<file path="src/rtl/spae_pkg.sv">
// Package for the steady peak amplitude estimator: sizes, beat types and the
// job record passed from the sample front end to the averaging back end.
// No dependencies.
package spae_pkg;

  localparam int MAX_PEAKS   = 16;
  localparam int SAMPLE_BITS = 16;
  localparam int TIME_W      = 32;
  localparam int AMP_W       = 16;
  localparam int CFG_W       = 32;
  localparam int PTA_W       = 5;
  localparam int MAG_W       = SAMPLE_BITS + 1;
  localparam int PTR_W       = $clog2(MAX_PEAKS);
  localparam int CNT_W       = $clog2(MAX_PEAKS + 1);
  localparam int SUM_W       = MAG_W + PTR_W;
  localparam int STEP_W      = $clog2(SUM_W);
  localparam int SEEN_W      = 2;

  localparam logic [2:0] SEEN_FULL  = 3'd3;
  localparam logic [4:0] PTA_RESET  = 5'd10;

  // register indexes of the write port
  localparam logic REG_TRANSIENT_TIME   = 1'b0;
  localparam logic REG_PEAKS_TO_AVERAGE = 1'b1;

  typedef struct packed {
    logic [TIME_W-1:0]             sample_time;
    logic signed [SAMPLE_BITS-1:0] sample_value;
    logic                          last_of_series;
  } spae_in_t;

  typedef struct packed {
    logic [AMP_W-1:0] amplitude;
    logic             used_maximum_fallback;
  } spae_out_t;

  // one classified sample
  typedef struct packed {
    logic             has_peak;
    logic [MAG_W-1:0] peak_mag;
    logic             last;
    logic             short_series;
    logic [MAG_W-1:0] largest;
  } spae_job_t;

  function automatic logic [MAG_W-1:0] magnitude(input logic signed [SAMPLE_BITS-1:0] v);
    logic signed [MAG_W-1:0] w;
    w = MAG_W'(v);
    return (w < 0) ? MAG_W'(-w) : MAG_W'(w);
  endfunction

endpackage

</file>
<file path="src/rtl/spae_front.sv">
// Sample front end: neighbor window, peak test and running maximum.
// Emits one job per accepted sample. Depends on spae_pkg.
module spae_front import spae_pkg::*; (
  input  logic              clk,
  input  logic              rst,
  input  logic [TIME_W-1:0] transient_time,
  input  logic              in_valid,
  output logic              in_stall,
  input  spae_in_t          in_data,
  input  logic              q_full,
  output logic              push,
  output spae_job_t         job
);

  logic signed [SAMPLE_BITS-1:0] prev;
  logic signed [SAMPLE_BITS-1:0] mid;
  logic [TIME_W-1:0]             mid_time;
  logic [SEEN_W-1:0]             seen;
  logic [MAG_W-1:0]              largest;
  logic [MAG_W-1:0]              largest_next;
  logic signed [SAMPLE_BITS-1:0] x;
  logic [MAG_W-1:0]              x_mag;
  logic                          accept;

  assign x        = in_data.sample_value;
  assign x_mag    = magnitude(x);
  assign in_stall = q_full;
  assign accept   = in_valid && !q_full;
  assign push     = accept;

  always_comb begin
    largest_next = largest;
    if (in_data.sample_time >= transient_time && x_mag > largest) begin
      largest_next = x_mag;
    end
  end

  always_comb begin
    job.has_peak     = (seen >= SEEN_W'(2)) && (mid_time >= transient_time) &&
                       (mid > prev) && (mid > x);
    job.peak_mag     = magnitude(mid);
    job.last         = in_data.last_of_series;
    job.short_series = (seen < SEEN_W'(2));
    job.largest      = largest_next;
  end

  always_ff @(posedge clk) begin
    if (rst) begin
      prev     <= '0;
      mid      <= '0;
      mid_time <= '0;
      seen     <= '0;
      largest  <= '0;
    end else if (accept) begin
      if (in_data.last_of_series) begin
        prev     <= '0;
        mid      <= '0;
        mid_time <= '0;
        seen     <= '0;
        largest  <= '0;
      end else begin
        prev     <= mid;
        mid      <= x;
        mid_time <= in_data.sample_time;
        seen     <= (seen == SEEN_W'(SEEN_FULL)) ? seen : seen + SEEN_W'(1);
        largest  <= largest_next;
      end
    end
  end

endmodule

</file>
<file path="src/rtl/spae_queue.sv">
// Two-entry job queue between the front end and the back end.
// Depends on spae_pkg.
module spae_queue import spae_pkg::*; (
  input  logic      clk,
  input  logic      rst,
  input  logic      push,
  input  spae_job_t push_job,
  output logic      full,
  input  logic      pop,
  output logic      q_valid,
  output spae_job_t q_job
);

  spae_job_t  mem [2];
  logic       wr_ptr;
  logic       rd_ptr;
  logic [1:0] count;

  assign full    = (count == 2'd2);
  assign q_valid = (count != 2'd0);
  assign q_job   = mem[rd_ptr];

  always_ff @(posedge clk) begin
    if (push) begin
      mem[wr_ptr] <= push_job;
    end
  end

  always_ff @(posedge clk) begin
    if (rst) begin
      wr_ptr <= 1'b0;
      rd_ptr <= 1'b0;
      count  <= '0;
    end else begin
      if (push) wr_ptr <= ~wr_ptr;
      if (pop)  rd_ptr <= ~rd_ptr;
      unique case ({push, pop})
        2'b10:   count <= count + 2'd1;
        2'b01:   count <= count - 2'd1;
        default: count <= count;
      endcase
    end
  end

endmodule

</file>
<file path="src/rtl/spae_back.sv">
// Back end: peak ring, end-of-series window sum and restoring divider,
// plus the output register. Depends on spae_pkg.
module spae_back import spae_pkg::*; (
  input  logic             clk,
  input  logic             rst,
  input  logic [PTA_W-1:0] peaks_to_average,
  input  logic             q_valid,
  input  spae_job_t        q_job,
  output logic             pop,
  output logic             out_valid,
  input  logic             out_stall,
  output spae_out_t        out_data
);

  typedef enum logic [2:0] {
    B_TAKE = 3'b001,
    B_SUM  = 3'b010,
    B_DIV  = 3'b100
  } bstate_t;

  bstate_t           state;
  logic [MAG_W-1:0]  ring [MAX_PEAKS];
  logic [MAG_W-1:0]  rdata;
  logic [PTR_W-1:0]  ptr;
  logic [CNT_W-1:0]  found;
  logic [PTR_W-1:0]  rd_idx;
  logic [CNT_W-1:0]  left;
  logic [CNT_W-1:0]  cnt;
  logic              pend;
  logic              rd_en;
  logic [SUM_W-1:0]  sum;
  logic [SUM_W-1:0]  quo;
  logic [CNT_W-1:0]  rem;
  logic [STEP_W-1:0] step;

  logic [PTR_W-1:0]  ptr_eff;
  logic [CNT_W-1:0]  found_eff;
  logic [CNT_W-1:0]  want;
  logic [CNT_W-1:0]  take_cnt;
  logic [CNT_W:0]    rem_sh;
  logic [CNT_W:0]    diff;
  logic              ge;

  assign pop   = q_valid && (state == B_TAKE) && (!q_job.last || !out_valid);
  assign rd_en = (state == B_SUM) && (left != '0);

  always_comb begin
    ptr_eff   = ptr;
    found_eff = found;
    if (q_job.has_peak) begin
      ptr_eff = ptr + PTR_W'(1);
      if (found != CNT_W'(MAX_PEAKS)) found_eff = found + CNT_W'(1);
    end
    // zero counts as one, anything past the ring depth as the depth
    priority if (peaks_to_average == '0) begin
      want = CNT_W'(1);
    end else if (CNT_W'(peaks_to_average) > CNT_W'(MAX_PEAKS)) begin
      want = CNT_W'(MAX_PEAKS);
    end else begin
      want = CNT_W'(peaks_to_average);
    end
    take_cnt = (found_eff < want) ? found_eff : want;
  end

  always_comb begin
    rem_sh = {rem, quo[SUM_W-1]};
    diff   = rem_sh - {1'b0, cnt};
    ge     = (rem_sh >= {1'b0, cnt});
  end

  // ring storage, registered read
  always_ff @(posedge clk) begin
    if (pop && q_job.has_peak) begin
      ring[ptr] <= q_job.peak_mag;
    end
    if (rd_en) begin
      rdata <= ring[rd_idx];
    end
  end

  always_ff @(posedge clk) begin
    if (rst) begin
      state     <= B_TAKE;
      ptr       <= '0;
      found     <= '0;
      left      <= '0;
      pend      <= 1'b0;
      out_valid <= 1'b0;
    end else begin
      if (out_valid && !out_stall) out_valid <= 1'b0;
      unique case (state)
        B_TAKE: begin
          if (pop) begin
            if (!q_job.last) begin
              ptr   <= ptr_eff;
              found <= found_eff;
            end else begin
              ptr   <= '0;
              found <= '0;
              priority if (q_job.short_series) begin
                out_data  <= '{amplitude: '0, used_maximum_fallback: 1'b0};
                out_valid <= 1'b1;
              end else if (found_eff == '0) begin
                out_data  <= '{amplitude: q_job.largest[AMP_W-1:0],
                               used_maximum_fallback: 1'b1};
                out_valid <= 1'b1;
              end else begin
                cnt    <= take_cnt;
                left   <= take_cnt;
                rd_idx <= ptr_eff - PTR_W'(1);
                sum    <= '0;
                pend   <= 1'b0;
                state  <= B_SUM;
              end
            end
          end
        end
        B_SUM: begin
          // walk back from the newest peak, one read a cycle
          if (rd_en) begin
            rd_idx <= rd_idx - PTR_W'(1);
            left   <= left - CNT_W'(1);
          end
          pend <= rd_en;
          if (pend) sum <= sum + SUM_W'(rdata);
          if (!rd_en && !pend) begin
            quo   <= sum;
            rem   <= '0;
            step  <= '0;
            state <= B_DIV;
          end
        end
        B_DIV: begin
          quo <= {quo[SUM_W-2:0], ge};
          rem <= ge ? diff[CNT_W-1:0] : rem_sh[CNT_W-1:0];
          step <= step + STEP_W'(1);
          if (step == STEP_W'(SUM_W - 1)) begin
            out_data  <= '{amplitude: {quo[AMP_W-2:0], ge},
                           used_maximum_fallback: 1'b0};
            out_valid <= 1'b1;
            state     <= B_TAKE;
          end
        end
        default: state <= B_TAKE;
      endcase
    end
  end

  a_found_bounded: assert property (@(posedge clk) disable iff (rst)
    found <= CNT_W'(MAX_PEAKS))
    else $error("peak count past ring depth");

  a_div_count: assert property (@(posedge clk) disable iff (rst)
    (state == B_DIV) |-> (cnt != '0) && (cnt <= CNT_W'(MAX_PEAKS)))
    else $error("divisor out of range");

  a_busy_out_free: assert property (@(posedge clk) disable iff (rst)
    (state == B_SUM || state == B_DIV) |-> !out_valid)
    else $error("output register busy during mean");

  a_sum_reads: assert property (@(posedge clk) disable iff (rst)
    (state == B_SUM) |-> (left <= cnt))
    else $error("more ring reads than peaks averaged");

endmodule

</file>
<file path="src/rtl/steady_peak_amplitude_estimator.sv">
// Steady peak amplitude estimator. Samples are taken at one beat per cycle
// while the queue has room; each one is classified in the front end and
// queued (two entries) for the back end. A series ending with too few
// samples or no peak gives its result in the cycle after its last beat
// leaves the queue. A series that ends with a mean occupies the back end for
// the ring reads and summing of N peaks (N = peaks averaged, up to 16) and
// then a one-bit-per-cycle divider; samples of the next series keep coming
// in until the queue fills. The result beat is held in an output register
// until taken. Depends on spae_pkg, spae_front, spae_queue, spae_back.
module steady_peak_amplitude_estimator import spae_pkg::*; (
  input  logic             clk,
  input  logic             rst,
  input  logic             cfg_en,
  input  logic             cfg_index,
  input  logic [CFG_W-1:0] cfg_data,
  input  logic             in_valid,
  output logic             in_stall,
  input  spae_in_t         in_data,
  output logic             out_valid,
  input  logic             out_stall,
  output spae_out_t        out_data
);

  logic [TIME_W-1:0] transient_time;
  logic [PTA_W-1:0]  peaks_to_average;
  logic              push;
  logic              q_full;
  logic              pop;
  logic              q_valid;
  spae_job_t         push_job;
  spae_job_t         q_job;

  always_ff @(posedge clk) begin
    if (rst) begin
      transient_time   <= '0;
      peaks_to_average <= PTA_RESET;
    end else if (cfg_en) begin
      unique case (cfg_index)
        REG_TRANSIENT_TIME:   transient_time   <= cfg_data[TIME_W-1:0];
        REG_PEAKS_TO_AVERAGE: peaks_to_average <= cfg_data[PTA_W-1:0];
        default:              transient_time   <= transient_time;
      endcase
    end
  end

  spae_front u_front (
    .clk            (clk),
    .rst            (rst),
    .transient_time (transient_time),
    .in_valid       (in_valid),
    .in_stall       (in_stall),
    .in_data        (in_data),
    .q_full         (q_full),
    .push           (push),
    .job            (push_job)
  );

  spae_queue u_queue (
    .clk      (clk),
    .rst      (rst),
    .push     (push),
    .push_job (push_job),
    .full     (q_full),
    .pop      (pop),
    .q_valid  (q_valid),
    .q_job    (q_job)
  );

  spae_back u_back (
    .clk              (clk),
    .rst              (rst),
    .peaks_to_average (peaks_to_average),
    .q_valid          (q_valid),
    .q_job            (q_job),
    .pop              (pop),
    .out_valid        (out_valid),
    .out_stall        (out_stall),
    .out_data         (out_data)
  );

endmodule

</file>
<file path="config.mk">
export PLATFORM = sky130hd
export DESIGN_NAME = steady_peak_amplitude_estimator
export DESIGN_NICKNAME = d
export VERILOG_FILES = /design/src/rtl/spae_pkg.sv /design/src/rtl/spae_front.sv /design/src/rtl/spae_queue.sv /design/src/rtl/spae_back.sv /design/src/rtl/steady_peak_amplitude_estimator.sv
export SDC_FILE = /design/constraint.sdc
export NUM_CORES = 1
export LEC_CHECK = 0
export BUFFER_PORTS_ARGS = -buffer_cell sky130_fd_sc_hd__buf_2
export CAP_MARGIN = 0
export CORE_MARGIN = 4
export CORE_UTILIZATION = 48
export CTS_BUF_LIST = sky130_fd_sc_hd__clkbuf_8
export DETAILED_ROUTE_END_ITERATION = 10
export HOLD_SLACK_MARGIN = 0.02
export PLACE_DENSITY = 0.64
export SLEW_MARGIN = 20
export SYNTH_ARGS = -nofsm -noshare
export SYNTH_HDL_FRONTEND = slang
export SYNTH_SLANG_ARGS = --single-unit
</file>
<file path="constraint.sdc">
create_clock -name clk -period 6.1 [get_ports clk]
set_input_delay 0.915 -clock clk [delete_from_list [all_inputs] [get_ports clk]]
set_output_delay 0.915 -clock clk [all_outputs]
set_load 0.01 [all_outputs]
</file>
======== Word level (Yosys, flattened, before mapping) ========
Memories as Yosys holds them, arrays and structs flattened. A register that Yosys moved wholly into a read port is not among the register bits.
Index checks and enable logic that the tools add are counted.
operators by class
  divide/modulo/power cells ............... 0
  $add $sub $neg .......................... 13
  multiply operators ...................... 0
  equal/unequal tests ..................... 19
  bitwise gates (word level) .............. 6
  reduce and logical (&&, ||, !) cells .... 38
  shifts and indexed selects .............. 0
  muxes and demuxes ....................... 73
  $lt $le $gt $ge ......................... 12
operators by type and width
  cell                 number
  $mux 17              9
  $mux 21              6
  $pmux 21 s2          2
  $mux 5               13
  $ge 32x32->1         2
  $neg 16->17          2
  $pmux 17 s2          1
  $gt 16x16->1         2
  $lt 16x1->1 const B  2
  $mux 16              2
  $mux 32              1
  $pmux 5 s2           3
  $mux 4               7
  $reduce_and 6->1     4
  $add 21x17->21       1
  $mux 3               6
  $gt 17x17->1         1
  $mux 1               16
  $reduce_and 7->1     2
  $logic_and 1x1->1    11
  $add 5x1->5 const B  2
  $logic_not 5->1      2
  $ne 2x1->1 const B   5
  $reduce_bool 2->1    5
  32 further kinds     54
storage, ports and cells
  output and inout port bits .............. 19
  bits in read-only memories .............. 0
  RAM bits ................................ 346
  bits in latches ......................... 0
  logic and storage cells ................. 187
  bits in registers ....................... 221
  memories kept ........................... 2
memory list
  memory       depth  width  rd ports  clocked after Yosys merged registers in  wr ports  RTL line          source
  u_back.ring  16     17     1         1                                        1         spae_back.sv:22   logic [MAG_W-1:0] ring [MAX_PEAKS];
  u_queue.mem  2      37     1         1                                        1         spae_queue.sv:14  spae_job_t mem [2];

======== Longest topological paths before layout ========
Gate-level depths: netlist of the first run.
  word-level depth ........................ 10
  depth in mapped cells ................... 17

======== By module ========
From an unflattened synthesis of the first run, not the netlist that was laid out.
second synthesis, totals
  cells, all modules ...................... 2174
  area, all modules ....................... 27635.3 µm²
by module, submodules not included
  module                           cells an instance  instances  area an instance (µm²)  seq. area each (µm²)
  spae_back                        1018               1          16527.1                 11400.9
  spae_front                       857                1          6583.8                  1661.6
  spae_queue                       137                1          2874.0                  2322.2
  steady_peak_amplitude_estimator  162                1          1650.3                  740.7

======== Least setup slack after synthesis of the first run ========
No wires, ideal clock.
  kind .................................... reg-to-reg
  start point ............................. register (tool-made name)
  end point ............................... register, netlist name u_back.out_data[0]
  slack ................................... 1226 ps
  arrival time ............................ 4389 ps
  library setup time ...................... 485 ps
  path buffers ............................ 1
  cell stages (with the launch flop) ...... 8
  data required time ...................... 5615 ps
  cells stage by stage .................... dfxtp_1 > buf_4 > mux2_4 > a2111oi_0 > o22a_1 > or2_2 > a31oi_1 > a2111oi_0

==> impl_results.md, run 1 <==
- R2R cell count: 14
- Min-delay worst type: reg -> reg
- Placed cell count: 2893
- Largest net degree at the start of global routing: 110
- Fmax: around 220 MHz
- # hold bufs at CTS: 0
- Synth async-reset ratio: 0%
- Worst Path Arrival: 4.88 ns
- Global route overflow: 0
- WHS Path Cells: 2
- CP most frequent cell: nand4_1
- RSZ-0062 raised after global routing: false
- Top FF cell, synth: edfxtp_1
- Die X: around 240 um
- Antenna Violating Nets Remaining: 0
- EDFF count, synth: 439
- Clock Latency Late Sink: 0.69 ns
- Fin Setup TNS: 0 ns
- R2R Setup Slk: about 2.3 ns
- Die span in y: 245 um
- Dpl ws: 1.01 ns
- DPL Wire Length: around 41000 um
- Final net count: 2489
- Most frequent cells in the layout: edfxtp_1 (439), nand2_1 (177), a21oi_1 (156), ha_1 (155), nor2_1 (145)
- H-tree Lvls: 3
- Mean Syn Cell Area: about 13 um^2
- Status: finished, final reports clean
- Synth-to-layout area growth: 12.6%
- CTS max path bufs: 3
- Element type at the critical path start: primary input
- Synth area leader: edfxtp_1
- Via density: about 5.6
- CTS tree: built
- FF+latch count, synth: between 500 and 600
- DRC Markers: 0
- Gates resized, CTS repair: 0
- Initial antenna violation count: 8
- DRT iter0 DRCs: around 1100
- First-pass GRT wire length: approximately 97000 um
- Measured slew at the worst slew-check pin: roughly 1.1 ns
- Fin. Hold Viols: 0
- CP Max Fanout: 18
- Setup Crit Path Kind: in -> reg
- Static leakage: 0.0111 uW
- Cell Pwr Density: between 300 and 400 mW/mm^2
- Post-Synthesis Cells: around 2100
- Max-cap viol count: 0
- Fin crit share: approximately 74%
- Num CTS Buffers: 96
- Share of layout cells above drive strength 1: between 10% and 20%
- Core region area: 0.0553 mm^2
- Max stage delay cell, worst path: and2_1
- Initial Utilization: about half
- Reg clk slew, reported paths: 0.06 ns
- Worst clock skew: about 0.036 ns
- Share of the synthesized area in the top cell type: between 40% and 50%
- IO Pins: approximately 110
- Clock root buffer: clkbuf_8
- TritonRoute pass-1 iters: 5
- Critical path endpoint category: register
- Post-CTS setup buffer count: 0
- Minimum clock period: approximately 4.5 ns
- Setup WS post-layout: between 1.5 and 2 ns
- Vias: 17200
- Ranking of synthesized cells by area: edfxtp_1 (49%), dfxtp_1 (11%), ha_1 (7.2%)
- Max IR drop VDD: 0.151 mV
- Yosys warnings: 0
- Crit-path cells: buf_2 > inv_1 > nand4_1 > or4_1 > nand2b_1 > nor4_1 > ha_1 > nand4_1 > nor2_1 > nand4_1 > nand2_1 > a31o_2 > nand2_1 > and2_1 > buf_4 > o21ai_0
- Synthesized area: 0.0269 mm^2
- Tot GR Track Use: about a fifth
- Core Util, Final: between 50% and 60%
- Die area: 0.0599 mm^2
- Worst hold endpoint: transient_time[29]
- Final Setup Violations: 0
- CP required: around 6.5 ns
- RePlAce Congestion: about 0.9
- Std-Cell Rows: 86
- Max Slew Vio Count: 0
- Slew HR: approximately 29%
- Vias in the first global route: ~17000
- Post-synthesis sequential area ratio: approximately 60%
- PortBufs: roughly 110
- Unique masters post-synth: 77
- Final wirelength: roughly 62000 um
- R2R Path End: u_back.left[3]
- CP max stage delay: ~0.55 ns
- Clk sink count: between 500 and 600
- Routed wire per std cell: 20.2 um
- Hold Startpoint: transient_time[29]
- Commonest non-fill, non-tap cell in the layout: edfxtp_1
- Finished Layout Cells: 3078
registers in the layout (all words and copies together), names as in the netlist, 16 cells and up, named ones only:
| name | count |
|---|---|
| u_back.rdata | 17 |
| u_front.prev | 16 |
| u_front.largest | 17 |
| u_back.ring | 272 |
| u_front.mid | 16 |
| u_back.sum | 21 |
| u_back.quo | 21 |
| u_front.mid_time | 32 |
| transient_time | 32 |
| u_back.out_data | 17 |
| u_queue.mem | 72 |
Yosys cell counts, types with 3 or more instances:
master	number
o21ai_0	83
or3_1	6
nor4_1	8
nand3b_1	3
buf_1	4
o211ai_1	5
o21a_1	9
nor3b_1	49
a21o_1	52
a31o_2	4
buf_2	12
and4_1	5
nand2b_1	21
o41ai_1	4
mux4_2	85
xor2_1	12
or2_2	3
nand4_1	26
and3_1	7
dfxtp_1	144
clkbuf_1	78
edfxtp_1	439
a21oi_1	157
nor3_1	49
a22oi_1	6
nand3_1	31
mux2i_1	20
and2_1	8
mux2_2	22
nor2_1	159
xnor2_1	39
o21bai_1	3
nand2_1	177
ha_1	155
a2111oi_0	3
inv_1	113
a31oi_1	6
nor2b_1	14
a211oi_1	8
o31ai_1	7
a32o_1	16
cells by family after synthesis:
group	Yosys count	synth area share, %
buf+inv	213	3.10
flops	583	59.7
mux	128	8.84
compound gates	388	9.03
other cells	1	0.0139
xor+xnor	51	1.66
fa+ha+maj	157	7.36
simple gates	576	10.3
where the power goes:
| group | leakage [uW] | internal, uW | switching [uW] |
|---|---|---|---|
| sequential | 0.00519 | 4640 | 91.3 |
| clock | 0.00108 | 1740 | 1550 |
| combinational | 0.00484 | 416 | 792 |
| total | 0.0111 | 6800 | 2430 |
cell type report:
class | instances | area, um^2
Fill cell | 4725 | 25000
Sequential cell | 583 | 16100
Multi-Input combinational cell | 1303 | 10100
Clock buffer | 107 | 1470
Tap cell | 748 | 936
Timing Repair Buffer | 146 | 876
Inverter | 115 | 434
Clock inverter | 70 | 393
Antenna cell | 6 | 15.0
routing by layer:
metal  routed length [um]  global-route usage [%]  part of all wire (%)
met1                26000                    26.9                    42
met2                30200                    34.2                    49
met3                 3520                    4.17                   5.7
met4                 2430                    9.16                   3.9
met5                   30                       0                 0.048
worst max-delay path: cells and delay by family:
| family | cells | cell delay [ns] |
|---|---|---|
| buffers and inverters | 3 | 0.53 |
| adder cells (fa/ha/maj) | 1 | 0.36 |
| AO/OA/AOI/OAI | 2 | 0.36 |
| AND/OR/NAND/NOR | 10 | 2.68 |
worst max path at each step:
| stage | start | to | cells past startpoint |
|---|---|---|---|
| final | in_data[8] | u_queue.mem[0][14] | 16 |
| after global routing | in_data[8] | u_queue.mem[0][13] | 16 |
| after CTS | in_data[8] | u_queue.mem[1][14] | 16 |
| after detailed placement | in_data[8] | u_queue.mem[0][14] | 16 |
| after global placement | in_data[8] | u_queue.mem[0][14] | 16 |
| after floorplan | register | u_back.out_data[0] | 7 |
per-stage QoR:
step / hold WS, ns / total power [uW] / instance area [um^2]
after floorplan: 0.430 / 5610 / 26900
after global placement: 0.444 / 5960 / 28300
after detailed placement: 0.448 / 6020 / 28300
after CTS: 0.419 / 9330 / 30200
after global routing: 0.443 / 9680 / 30300
final: 0.454 / 9240 / 30300
Power figures use the tool's default switching activity.
==> inputs of run 2 (changes only) <==
PLACE_DENSITY = 0.67   (was 0.64)
clock period = 3.6 ns   (was 6.1 ns; I/O delays follow)
==> run 2 against run 1 <==
Compared with the run above: sequential power grew 69%; final area grew 0.56%; power grew 67%; die area is the same; critical endpoint is now u_back.left[4]; critical path depth shrank 1; clock-buffer cell count shrank 6; sequential cell count is the same; routed wire length shrank 3.6%.
==> impl_results.md, run 2 (same netlist as run 1, synthesis figures left out) <==
- Most flops, register: u_back.ring
- Worst clock skew: 0.0418 ns (+0.00538 ns)
- Status: finished, final reports clean
- WHS Path Cells: 3 (+1)
- Setup Crit Path Kind: reg -> reg
- Vias: 17100 (-0.64%)
- Fin crit share: 93.6%
- Clock Latency Late Sink: 0.68 ns (about the same)
- Global route overflow: 0 (unchanged)
- CTS max path bufs: 3 (unchanged)
- Static leakage: 0.0112 uW (+0.68%)
- Num CTS Buffers: 94 (-2.1%)
- CTS tree: built
- Final net count: 2512 (+0.92%)
- Max stage delay cell, worst path: dfxtp_1
- First-pass GRT wire length: 94500 um (-2.7%)
- Fillers: 4612 (-2.4%)
- Final Setup Violations: 0 (unchanged)
- H-tree Lvls: 3 (unchanged)
- Core region area: 0.0553 mm^2 (unchanged)
- Die span in y: 245 um (unchanged)
- R2R Setup Slk: 0.23 ns (-2.02 ns)
- Final wirelength: 60000 um (-3.6%)
- CP most frequent cell: a21oi_1
- DPL Wire Length: 40100 um (-2.8%)
- RePlAce Congestion: 0.853 (-2.6%)
- Share of layout cells above drive strength 1: 18.6% (+0.24 points)
- Worst Path Arrival: 3.89 ns (-0.99 ns)
- CP required: 4.13 ns (-2.36 ns)
- Final total power: 15400 uW (+67%)
- Commonest non-fill, non-tap cell in the layout: edfxtp_1
- Reg clk slew, reported paths: 0.06 ns (about the same)
- Cell Pwr Density: 507 mW/mm^2 (+66%)
- Via density: 5.53 (-1.2%)
- Clk sink count: 583 (unchanged)
- Measured slew at the worst slew-check pin: 1.17 ns (+0.102 ns)
- Multi-input gate area in the final layout: 0.0101 mm^2 (about the same)
- CP Max Fanout: 7 (-11)
- Die area: 0.0599 mm^2 (unchanged)
- Initial antenna violation count: 5 (-3)
- IO Pins: 106 (unchanged)
- R2R cell count: 15 (+1)
- Max Slew Vio Count: 0 (unchanged)
- Vias in the first global route: 17500 (+1.5%)
- Fmax: around 300 MHz
- DRC Markers: 0 (unchanged)
- Storage cell area: 0.0161 mm^2 (about the same)
- # hold bufs at CTS: 0 (unchanged)
- Most frequent cells in the layout: edfxtp_1 (439), nand2_1 (177), a21oi_1 (156), ha_1 (155), nor2_1 (146)
- Die X: 245 um (unchanged)
- Synth-to-layout area growth: 13.2%
- RSZ-0062 raised after global routing: false
- Antenna Violating Nets Remaining: 0 (unchanged)
- Std-Cell Rows: 86 (unchanged)
- Critical path endpoint category: register
- Tot GR Track Use: 20.1% (-0.72 points)
- Core Util, Final: 55.1% (+0.31 points)
- PortBufs: 105 (unchanged)
- TritonRoute pass-1 iters: 5 (unchanged)
- Max-cap viol count: 0 (unchanged)
- Element type at the critical path start: register
- Slew HR: 21.8% (-6.8 points)
- Max FFs per register: 272 (unchanged)
- Largest net degree at the start of global routing: 72 (-35%)
- Largest regs: u_back.ring: 272 flops, u_queue.mem: 72 flops
- Fin. Hold Viols: 0 (unchanged)
- Initial Utilization: 48.6% (unchanged)
- Crit-path cells: inv_1 > ha_1 > and4bb_2 > nor2_1 > o21ai_0 > ha_1 > a21o_1 > a21o_1 > a21oi_1 > nor2b_1 > buf_4 > mux2_2 > a21oi_1 > nand2b_1 > a21oi_1
- Min-delay worst type: in -> reg
- CP max stage delay: 0.44 ns (-0.11 ns)
- Minimum clock period: roughly 3.4 ns
- Max IR drop VDD: 0.408 mV (+170%)
- DRT iter0 DRCs: 1096 (-3.9%)
- Clock root buffer: clkbuf_8
- Routed wire per std cell: 19.4 um (-4.2%)
==> run 2: changes by cell type in the layout (fill, tap and decap cells not counted), sizes merged <==
| cell | previous run | this run |
|---|---|---|
| diode | 6 | 4 |
| inv | 148 | 147 |
| clkbuf | 107 | 101 |
| bufinv | 3 | 2 |
| clkinv | 31 | 34 |
| buf | 146 | 171 |
| clkinvlp | 3 | 2 |
==> run 2: final timing paths <==
kind | to | startpoint
worst min-delay path | transient_time[15] | cfg_data[15]
worst max-delay path | u_back.left[4] | u_back.found[1]
worst min register to register | transient_time[15] | transient_time[15]
worst max register to register | u_back.left[4] | u_back.found[1]
==> run 2: metal layers <==
metal | global-route usage [%] | vias to the layer above | wire length, um
met5 | 0 | - | 0
met4 | 7.75 | 0 | 2050
met3 | 3.57 | 115 | 2890
met2 | 34.8 | 409 | 30300
met1 | 25.2 | 8417 | 24800
li1 | - | 8172 | -
==> run 2: critical path: cells and delay by family, from the launching register on <==
family | cells | cell delay (ns)
AND/OR/NAND/NOR | 4 | 0.76
AO/OA/AOI/OAI | 6 | 0.95
buffers and inverters | 2 | 0.25
flip-flops | 1 | 0.44
adder cells (fa/ha/maj) | 2 | 0.47
multiplexers | 1 | 0.36
==> run 2: stage by stage <==
step	worst slack, ns	instances	area, um^2	hold WS, ns	TNS, ns
3_3_place_gp	0.0718	2920	28700	0.444	0
6_report	0.232	3095	30500	0.103	0
4_1_cts	0.171	3091	30400	0.0352	0
3_5_place_dp	-0.0547	2920	28700	0.448	-0.757
2_1_floorplan	0.0855	2099	26900	0.430	0
5_1_grt	0.00113	3093	30500	0.0563	0
==> run 2: what timing repair did <==
| action | 4_1_cts | 5_1_grt |
|---|---|---|
| buffers inserted | 0 | 0 |
| resized for setup | 0 | 1 |
| setup endpoints to repair | 0 | 4 |
==> run 2: area by class of cell <==
class / instances / area share, %
Sequential cell: 583 / 52.8
Multi-Input combinational cell: 1303 / 33.2
Clock inverter: 70 / 1.24
Inverter: 115 / 1.43
Clock buffer: 101 / 4.56
Antenna cell: 4 / 0.0329
Tap cell: 748 / 3.07
Timing Repair Buffer: 171 / 3.73
==> run 2: where the power goes <==
group          switching, uW  internal, uW  total [uW]
Sequential               159          7870        8030
Combinational           1320           744        2070
Clock                   2600          2750        5350
Total                   4080         11400       15400
